### config.mk
export PLATFORM = sky130hd
export DESIGN_NAME = midi_meta_event_framer
export DESIGN_NICKNAME = d
export VERILOG_FILES = /design/src/sv/mmef_pkg.sv /design/src/sv/mmef_queue.sv /design/src/sv/mmef_front.sv /design/src/sv/mmef_back.sv /design/src/sv/midi_meta_event_framer.sv
export SDC_FILE = /design/constraint.sdc
export NUM_CORES = 1
export LEC_CHECK = 0
export BUFFER_PORTS_ARGS = -buffer_cell sky130_fd_sc_hd__buf_2
export CAP_MARGIN = 20
export CORE_MARGIN = 2
export CORE_UTILIZATION = 55
export DETAILED_ROUTE_END_ITERATION = 8
export PLACE_DENSITY = 0.86
export SYNTH_ARGS = -nofsm -noshare
export SYNTH_HDL_FRONTEND = slang
export SYNTH_SLANG_ARGS = --single-unit
### constraint.sdc
create_clock -name clk -period 6.95 [get_ports clk]
set_input_delay 0.3475 -clock clk [delete_from_list [all_inputs] [get_ports clk]]
set_output_delay 0.3475 -clock clk [all_outputs]
set_load 0.005 [all_outputs]
### src/sv/mmef_pkg.sv
`timescale 1ns / 1ps
`default_nettype none

package mmef_pkg;

    localparam int ValueW       = 28;
    localparam int QueueDepthDf = 2;

    localparam logic       CMD_HEADER  = 1'b0;
    localparam logic       CMD_PAYLOAD = 1'b1;
    localparam logic [7:0] META_BYTE   = 8'hff;
    localparam logic [7:0] VLQ_CONT    = 8'h80;

    typedef struct packed {
        logic              command;
        logic [ValueW-1:0] delta_ticks;
        logic [7:0]        meta_type;
        logic [ValueW-1:0] payload_length;
        logic [7:0]        data_byte;
    } mmef_in_t;

    typedef struct packed {
        logic [7:0] out_byte;
        logic       event_end;
    } mmef_out_t;

    // queue entry: classified transaction plus end flag for payload bytes
    typedef struct packed {
        mmef_in_t item;
        logic     last;
    } mmef_qent_t;

    typedef struct packed {
        logic empty;
        logic full;
    } mmef_qstat_t;

    typedef enum logic [2:0] {
        BK_IDLE,
        BK_DELTA,
        BK_META,
        BK_TYPE,
        BK_LEN
    } mmef_bk_state_t;

    // index of the most significant non-zero 7-bit group
    function automatic logic [1:0] vlq_top_grp(input logic [ValueW-1:0] v);
        logic [1:0] g;
        if (v[27:21] != 7'd0)
        begin
            g = 2'd3;
        end
        else if (v[20:14] != 7'd0)
        begin
            g = 2'd2;
        end
        else if (v[13:7] != 7'd0)
        begin
            g = 2'd1;
        end
        else
        begin
            g = 2'd0;
        end
        return g;
    endfunction

    function automatic logic [7:0] vlq_byte(input logic [ValueW-1:0] v, input logic [1:0] g);
        logic [6:0] grp;
        unique case (g)
            2'd0: grp = v[6:0];
            2'd1: grp = v[13:7];
            2'd2: grp = v[20:14];
            2'd3: grp = v[27:21];
            default: grp = v[6:0];
        endcase
        return (g != 2'd0) ? (VLQ_CONT | {1'b0, grp}) : {1'b0, grp};
    endfunction

endpackage

`default_nettype wire

### src/sv/mmef_queue.sv
`timescale 1ns / 1ps
`default_nettype none

module mmef_queue #(
    parameter int Depth = mmef_pkg::QueueDepthDf
) (
    input  wire logic               clk,
    input  wire logic               rst_n,
    input  wire logic               push,
    input  wire mmef_pkg::mmef_qent_t push_ent,
    input  wire logic               pop,
    output mmef_pkg::mmef_qent_t    head,
    output mmef_pkg::mmef_qstat_t   stat
);
    import mmef_pkg::*;

    localparam int PtrW = (Depth > 1) ? $clog2(Depth) : 1;
    localparam int CntW = $clog2(Depth + 1);
    localparam logic [PtrW-1:0] PtrLast = PtrW'(Depth - 1);
    localparam logic [CntW-1:0] CntFull = CntW'(Depth);

    mmef_qent_t      mem_reg [Depth];
    logic [PtrW-1:0] wr_ptr_reg, wr_ptr_next;
    logic [PtrW-1:0] rd_ptr_reg, rd_ptr_next;
    logic [CntW-1:0] cnt_reg, cnt_next;
    logic            do_push, do_pop;

    assign stat.empty = (cnt_reg == '0);
    assign stat.full  = (cnt_reg == CntFull);
    assign do_push    = push && !stat.full;
    assign do_pop     = pop && !stat.empty;
    assign head       = mem_reg[rd_ptr_reg];

    always_comb
    begin
        wr_ptr_next = wr_ptr_reg;
        rd_ptr_next = rd_ptr_reg;
        cnt_next    = cnt_reg;
        if (do_push)
        begin
            wr_ptr_next = (wr_ptr_reg == PtrLast) ? '0 : wr_ptr_reg + 1'b1;
        end
        if (do_pop)
        begin
            rd_ptr_next = (rd_ptr_reg == PtrLast) ? '0 : rd_ptr_reg + 1'b1;
        end
        if (do_push && !do_pop)
        begin
            cnt_next = cnt_reg + 1'b1;
        end
        else if (do_pop && !do_push)
        begin
            cnt_next = cnt_reg - 1'b1;
        end
    end

    always_ff @(posedge clk or negedge rst_n)
    begin
        if (!rst_n)
        begin
            wr_ptr_reg <= '0;
            rd_ptr_reg <= '0;
            cnt_reg    <= '0;
        end
        else
        begin
            wr_ptr_reg <= wr_ptr_next;
            rd_ptr_reg <= rd_ptr_next;
            cnt_reg    <= cnt_next;
        end
    end

    always_ff @(posedge clk)
    begin
        if (do_push)
        begin
            mem_reg[wr_ptr_reg] <= push_ent;
        end
    end

endmodule

`default_nettype wire

### src/sv/mmef_front.sv
`timescale 1ns / 1ps
`default_nettype none

module mmef_front (
    input  wire logic                  clk,
    input  wire logic                  rst_n,
    input  wire logic                  cmd_valid,
    output logic                       cmd_stall,
    input  wire mmef_pkg::mmef_in_t    cmd,
    input  wire mmef_pkg::mmef_qstat_t qstat,
    output logic                       push,
    output mmef_pkg::mmef_qent_t       push_ent
);
    import mmef_pkg::*;

    logic [ValueW-1:0] rem_reg, rem_next;
    logic              accept;

    assign cmd_stall = qstat.full;
    assign accept    = cmd_valid && !qstat.full;

    always_comb
    begin
        rem_next      = rem_reg;
        push          = 1'b0;
        push_ent.item = cmd;
        push_ent.last = (rem_reg == ValueW'(1));
        if (accept)
        begin
            unique case (cmd.command)
                CMD_HEADER:
                begin
                    push     = 1'b1;
                    rem_next = cmd.payload_length;
                end
                CMD_PAYLOAD:
                begin
                    // nothing pending: transaction dropped
                    if (rem_reg != '0)
                    begin
                        push     = 1'b1;
                        rem_next = rem_reg - 1'b1;
                    end
                end
                default:
                begin
                    rem_next = rem_reg;
                end
            endcase
        end
    end

    always_ff @(posedge clk or negedge rst_n)
    begin
        if (!rst_n)
        begin
            rem_reg <= '0;
        end
        else
        begin
            rem_reg <= rem_next;
        end
    end

endmodule

`default_nettype wire

### src/sv/mmef_back.sv
`timescale 1ns / 1ps
`default_nettype none

module mmef_back (
    input  wire logic                  clk,
    input  wire logic                  rst_n,
    input  wire mmef_pkg::mmef_qent_t  head,
    input  wire mmef_pkg::mmef_qstat_t qstat,
    output logic                       pop,
    output logic                       ser_valid,
    input  wire logic                  ser_stall,
    output mmef_pkg::mmef_out_t        ser
);
    import mmef_pkg::*;

    mmef_bk_state_t    state_reg, state_next;
    logic [1:0]        grp_reg, grp_next;
    logic [ValueW-1:0] delta_reg, delta_next;
    logic [ValueW-1:0] plen_reg, plen_next;
    logic [7:0]        type_reg, type_next;
    logic              out_valid_reg, out_valid_next;
    mmef_out_t         out_reg, out_next;
    logic              can_load;

    assign can_load  = !out_valid_reg || !ser_stall;
    assign ser_valid = out_valid_reg;
    assign ser       = out_reg;

    always_comb
    begin
        state_next     = state_reg;
        grp_next       = grp_reg;
        delta_next     = delta_reg;
        plen_next      = plen_reg;
        type_next      = type_reg;
        out_next       = out_reg;
        out_valid_next = out_valid_reg && ser_stall;
        pop            = 1'b0;
        if (can_load)
        begin
            unique case (state_reg)
                BK_IDLE:
                begin
                    if (!qstat.empty)
                    begin
                        pop = 1'b1;
                        if (head.item.command == CMD_PAYLOAD)
                        begin
                            out_valid_next     = 1'b1;
                            out_next.out_byte  = head.item.data_byte;
                            out_next.event_end = head.last;
                        end
                        else
                        begin
                            delta_next = head.item.delta_ticks;
                            plen_next  = head.item.payload_length;
                            type_next  = head.item.meta_type;
                            grp_next   = vlq_top_grp(head.item.delta_ticks);
                            state_next = BK_DELTA;
                        end
                    end
                end
                BK_DELTA:
                begin
                    out_valid_next     = 1'b1;
                    out_next.out_byte  = vlq_byte(delta_reg, grp_reg);
                    out_next.event_end = 1'b0;
                    if (grp_reg == 2'd0)
                    begin
                        state_next = BK_META;
                    end
                    else
                    begin
                        grp_next = grp_reg - 1'b1;
                    end
                end
                BK_META:
                begin
                    out_valid_next     = 1'b1;
                    out_next.out_byte  = META_BYTE;
                    out_next.event_end = 1'b0;
                    state_next         = BK_TYPE;
                end
                BK_TYPE:
                begin
                    out_valid_next     = 1'b1;
                    out_next.out_byte  = type_reg;
                    out_next.event_end = 1'b0;
                    grp_next           = vlq_top_grp(plen_reg);
                    state_next         = BK_LEN;
                end
                BK_LEN:
                begin
                    out_valid_next     = 1'b1;
                    out_next.out_byte  = vlq_byte(plen_reg, grp_reg);
                    out_next.event_end = (grp_reg == 2'd0) && (plen_reg == '0);
                    if (grp_reg == 2'd0)
                    begin
                        state_next = BK_IDLE;
                    end
                    else
                    begin
                        grp_next = grp_reg - 1'b1;
                    end
                end
                default:
                begin
                    state_next = BK_IDLE;
                end
            endcase
        end
    end

    always_ff @(posedge clk or negedge rst_n)
    begin
        if (!rst_n)
        begin
            state_reg     <= BK_IDLE;
            out_valid_reg <= 1'b0;
        end
        else
        begin
            state_reg     <= state_next;
            out_valid_reg <= out_valid_next;
        end
    end

    always_ff @(posedge clk)
    begin
        grp_reg   <= grp_next;
        delta_reg <= delta_next;
        plen_reg  <= plen_next;
        type_reg  <= type_next;
        out_reg   <= out_next;
    end

endmodule

`default_nettype wire

### src/sv/midi_meta_event_framer.sv
`timescale 1ns / 1ps
`default_nettype none

// Serialises a meta event: a header transaction (command 0) yields the delta time as a
// variable-length quantity, 0xFF, the type byte and the payload length as a variable-length
// quantity; payload transactions (command 1) then pass one byte each, event_end marking the
// final byte of the event. Payload with none pending is dropped; a new header abandons any
// unfinished payload. Payload bytes flow at one per cycle while the receiver does not stall. A
// header is first fetched from the queue into the serialiser, whose byte sequencer then emits
// its bytes one at a time; the front end keeps accepting into a QueueDepth-entry queue
// meanwhile, until the queue is full.
module midi_meta_event_framer #(
    parameter int QueueDepth = mmef_pkg::QueueDepthDf
) (
    input  wire logic                clk,
    input  wire logic                rst_n,
    input  wire logic                cmd_valid,
    output logic                     cmd_stall,
    input  wire mmef_pkg::mmef_in_t  cmd,
    output logic                     ser_valid,
    input  wire logic                ser_stall,
    output mmef_pkg::mmef_out_t      ser
);
    import mmef_pkg::*;

    logic        push, pop;
    mmef_qent_t  push_ent, head;
    mmef_qstat_t qstat;

    mmef_front u_front (
        .clk      (clk),
        .rst_n    (rst_n),
        .cmd_valid(cmd_valid),
        .cmd_stall(cmd_stall),
        .cmd      (cmd),
        .qstat    (qstat),
        .push     (push),
        .push_ent (push_ent)
    );

    mmef_queue #(
        .Depth(QueueDepth)
    ) u_queue (
        .clk     (clk),
        .rst_n   (rst_n),
        .push    (push),
        .push_ent(push_ent),
        .pop     (pop),
        .head    (head),
        .stat    (qstat)
    );

    mmef_back u_back (
        .clk      (clk),
        .rst_n    (rst_n),
        .head     (head),
        .qstat    (qstat),
        .pop      (pop),
        .ser_valid(ser_valid),
        .ser_stall(ser_stall),
        .ser      (ser)
    );

endmodule

`default_nettype wire

==> results summary <==
The share of synthesized cell area in full adder, half adder and majority cells is 0.919%. The first-iteration detailed-routing DRC count is 1077. The area occupied by registers is 0.00760 mm².

Entering global routing, the biggest net connects 60 pins. The detailed-placement wirelength estimate came out at 15.9 mm. The register area share after synthesis is 69.8%. After detailed routing, the average wire length per cell comes to 22.2 µm.

The synthesized design contains 223 enable-type register cells. Global routing used 23.9% of the available tracks. The CTS H-tree depth came out at 1.

The hold violation count in the final report came out at 0. Of the cells placed in the final design, the portion with a size suffix greater than 1 is 25.8%. By count the netlist is led by edfxtp_1 (223), mux2_2 (72), nand2_1 (47). The TritonCTS clock tree is yes.

Data on the critical path is required at its endpoint by 7.37 ns. The most used flip-flop cell after synthesis is edfxtp_1. The via-per-instance ratio came out at 6.37.

The number of sinks driven by the clock tree came out at 259. The minimum period implied by the final worst setup slack is 3.53 ns. The port buffer count came out at 87. The setup slack of the most critical reg-to-reg path is 3.42 ns. The remaining design rule violation count is 0.

The slew at the pin with the worst max-slew slack came out at 0.963 ns. The cell area after technology mapping is 0.0109 mm². The peak supply drop is 222 µV. The longest clock path from root to sink contains 3 buffers.

The biggest area contributor in the post-synthesis netlist is edfxtp_1. From left edge to right edge, the die measures 145 µm. The arrival time of data at the critical path endpoint came out at 3.95 ns. The first-pass iteration count of the detailed router came out at 6.

The worst setup path is captured at a flip-flop. The region available for standard cell placement spans 0.0195 mm². The number of antenna violations at the first check in global routing came to 0. The flip-flop count of the largest register after layout came out at 148. The number of nets with antenna violations after detailed routing is 0.

The synthesized netlist devotes 10.1% of its cell area to compound gates. The share of async-settable or async-resettable flops after synthesis is 13.9%. The fraction of synthesized area in multiplexers came out at 7.72%. For this run, the post-layout net count is 914. The basic-gate share of the synthesized area counting and, or, nand and nor cells is 9.11%. The count of endpoints failing setup in the final report came out at 0.

The flow ran to the end, and the final reports show no timing, DRC or antenna violations. The count of instances resized after the clock tree is built is 0. The tightest min-delay check is of the primary input to flip-flop type. The cell sitting at the root of the clock tree is a clkbuf_16. The die is 145 µm tall. The initial standard-cell utilization of the core is 55.9%. The startpoint class of the critical path is a flip-flop.

The clock transition at the registers of the reported paths came out at 0.06 ns. Of all nets on the critical path, the largest fanout is 18. The critical path in this run is classified as flip-flop to flip-flop.

In this run, CTS created clock tree buffers numbering 26. Global routing finished with a remaining overflow of 0. The later pin in the worst-skew pair is clocked with a latency of 0.52 ns.

Counting every instance in the synthesized netlist gives 747. The tightest slew margin relative to the limit is 35.8%. Sorting the synthesized cells by area gives the leading types as edfxtp_1 (61%), dfrtp_1 (8.3%), mux2_2 (7.4%). The number of warnings printed during yosys synthesis is 0. The via count of the first global-routing pass came out at 6904. The fill cell instance count of the final layout is 1336.

The area taken by multi-input logic gates is 0.00309 mm². The tool flagged a number of max-cap violations equal to 0. The worst clock skew is 0.00633 ns. The achievable clock frequency came out at 283 MHz.

The synthesized area divided by synthesized cell count came out at 14.6 µm². The number of max-slew violations in the final report came out at 0. The post-synth net total came out at 832. The power after layout came out at 0.00539 W.

The congestion estimate from routability-driven global placement came to 0.911. The global-route wire length before repair came out at 37.9 mm. Hold is met by 0.0129 ns. The fraction of synthesized cell area taken by the top area cell type came out at 61.5%. The leakage component of the power came out at 4.30 nW.

The total wire length after detailed routing came out at 24.8 mm. The synthesis-to-finish area growth came out at 14.1%. Power spread over the standard cell area amounts to 434 mW/mm². The number of different library cells used by synthesis comes to 69.

The number of top-level design ports is 88. 0 antenna diodes ended up in the layout. The most common cell in the synthesized netlist is edfxtp_1. For the final routed database, the setup TNS stands at 0 ns. The total vias in the final route came out at 7091. The full die area came out at 0.0209 mm². The number of placement rows is 51. By area, the combinational part of the netlist is dominated by compound AO/OA/AOI/OAI gates. The share of the synthesized netlist area taken by xor and xnor gates came out at 0.402%.

The final worst-path cycle share is 50.8%. The number of register bits inferred by synthesis is 259. Setup repair after global routing left no endpoint under its margin.
[per-stage QoR]
stage                     util [%]  instances  area, µm²  worst slack [ns]
after global routing          63.8       1114      12400              3.24
after floorplan                  -        747      10900              2.02
after CTS                     63.8       1114      12400              3.50
after detailed placement      59.3       1063      11500              3.57
after global placement        59.3       1063      11500              3.66
final                         63.8       1114      12400              3.42
[power breakdown]
part	switching, W	internal [W]	leakage, nW
Sequential	0.000304	0.00224	2.48
Combinational	0.000886	0.000569	1.40
Clock	0.000569	0.000818	0.419
Total	0.00176	0.00363	4.30
[cell families after synthesis]
| family | after synthesis |
|---|---|
| AOI/OAI and AO/OA | 157 |
| xor gates and xnor gates | 5 |
| adders and majority gates | 8 |
| buffers and inverters | 54 |
| muxes | 75 |
| DFF | 259 |
| and+or+nand+nor | 189 |
[critical path, stage by stage (launching register included)]
cell and delay, ns:
dfrtp_1 0.47, nor4_1 0.64, and4_1 0.35, nand3_2 0.38, nand2_2 0.41, inv_1 0.31, ha_1 0.41, nor2_1 0.22
xor2_1 0.25
[cells in the final DEF (no fill, tap or decap), types with 5 or more instances in the layout]
cell / count
nand4_1: 6
buf_2: 87
a221oi_1: 9
nand2_1: 47
nor4_1: 15
o311ai_0: 6
ha_1: 8
a222oi_1: 14
dfrtp_1: 35
nor2_1: 34
o31ai_1: 6
nand2b_1: 5
mux2_2: 72
edfxtp_1: 223
clkinv_1: 7
nand3_1: 17
or4_1: 9
clkinv_2: 7
a21oi_1: 30
nor3_1: 23
clkbuf_16: 27
inv_1: 13
o22ai_1: 18
o21ai_0: 28
a31oi_1: 7
[area by class of cell]
| type | instances | share of cell area [%] |
|---|---|---|
| sequential | 259 | 61.2 |
| timing repair buffer | 94 | 3.99 |
| clock buffer | 29 | 5.50 |
| multi-input combinational | 434 | 24.9 |
| tap | 265 | 2.67 |
| inverter | 14 | 0.423 |
| clock inverter | 19 | 1.38 |
[per-layer routing]
layer / track usage (%) / share of wire, % / up-vias
li1: - / - / 3150
met1: 32.6 / 39 / 3430
met2: 39.3 / 49 / 437
met3: 4.44 / 8.4 / 74
met4: 7.92 / 3.5 / 0
met5: 0 / 0 / -
[timing repair]
action | 4_1_cts | 5_1_grt
endpoints found under the hold margin | 40 | 0
setup buffers | 0 | 0
hold buffers | 3 | 0
[worst paths after layout]
| kind | from | endpoint | cells past startpoint |
|---|---|---|---|
| max reg2reg | u_front.rem_reg[15]$_DFFE_PN0P_ | u_queue.cnt_reg[1]$_DFFE_PN0P_ | 8 |
| min in group asynchronous | rst_n | u_front.rem_reg[6]$_DFFE_PN0P_ | 2 |
| min reg2reg | u_queue.mem_reg[0][15]$_DFFE_PP_ | u_back.plen_reg[6]$_DFFE_PP_ | 1 |
| max in group asynchronous | rst_n | u_queue.rd_ptr_reg$_DFFE_PN0P_ | 2 |
| max | u_front.rem_reg[15]$_DFFE_PN0P_ | u_queue.cnt_reg[1]$_DFFE_PN0P_ | 8 |
| min | cmd[61] | u_queue.mem_reg[1][62]$_DFFE_PP_ | 1 |
Note: power is estimated with default switching activity, not from simulation.
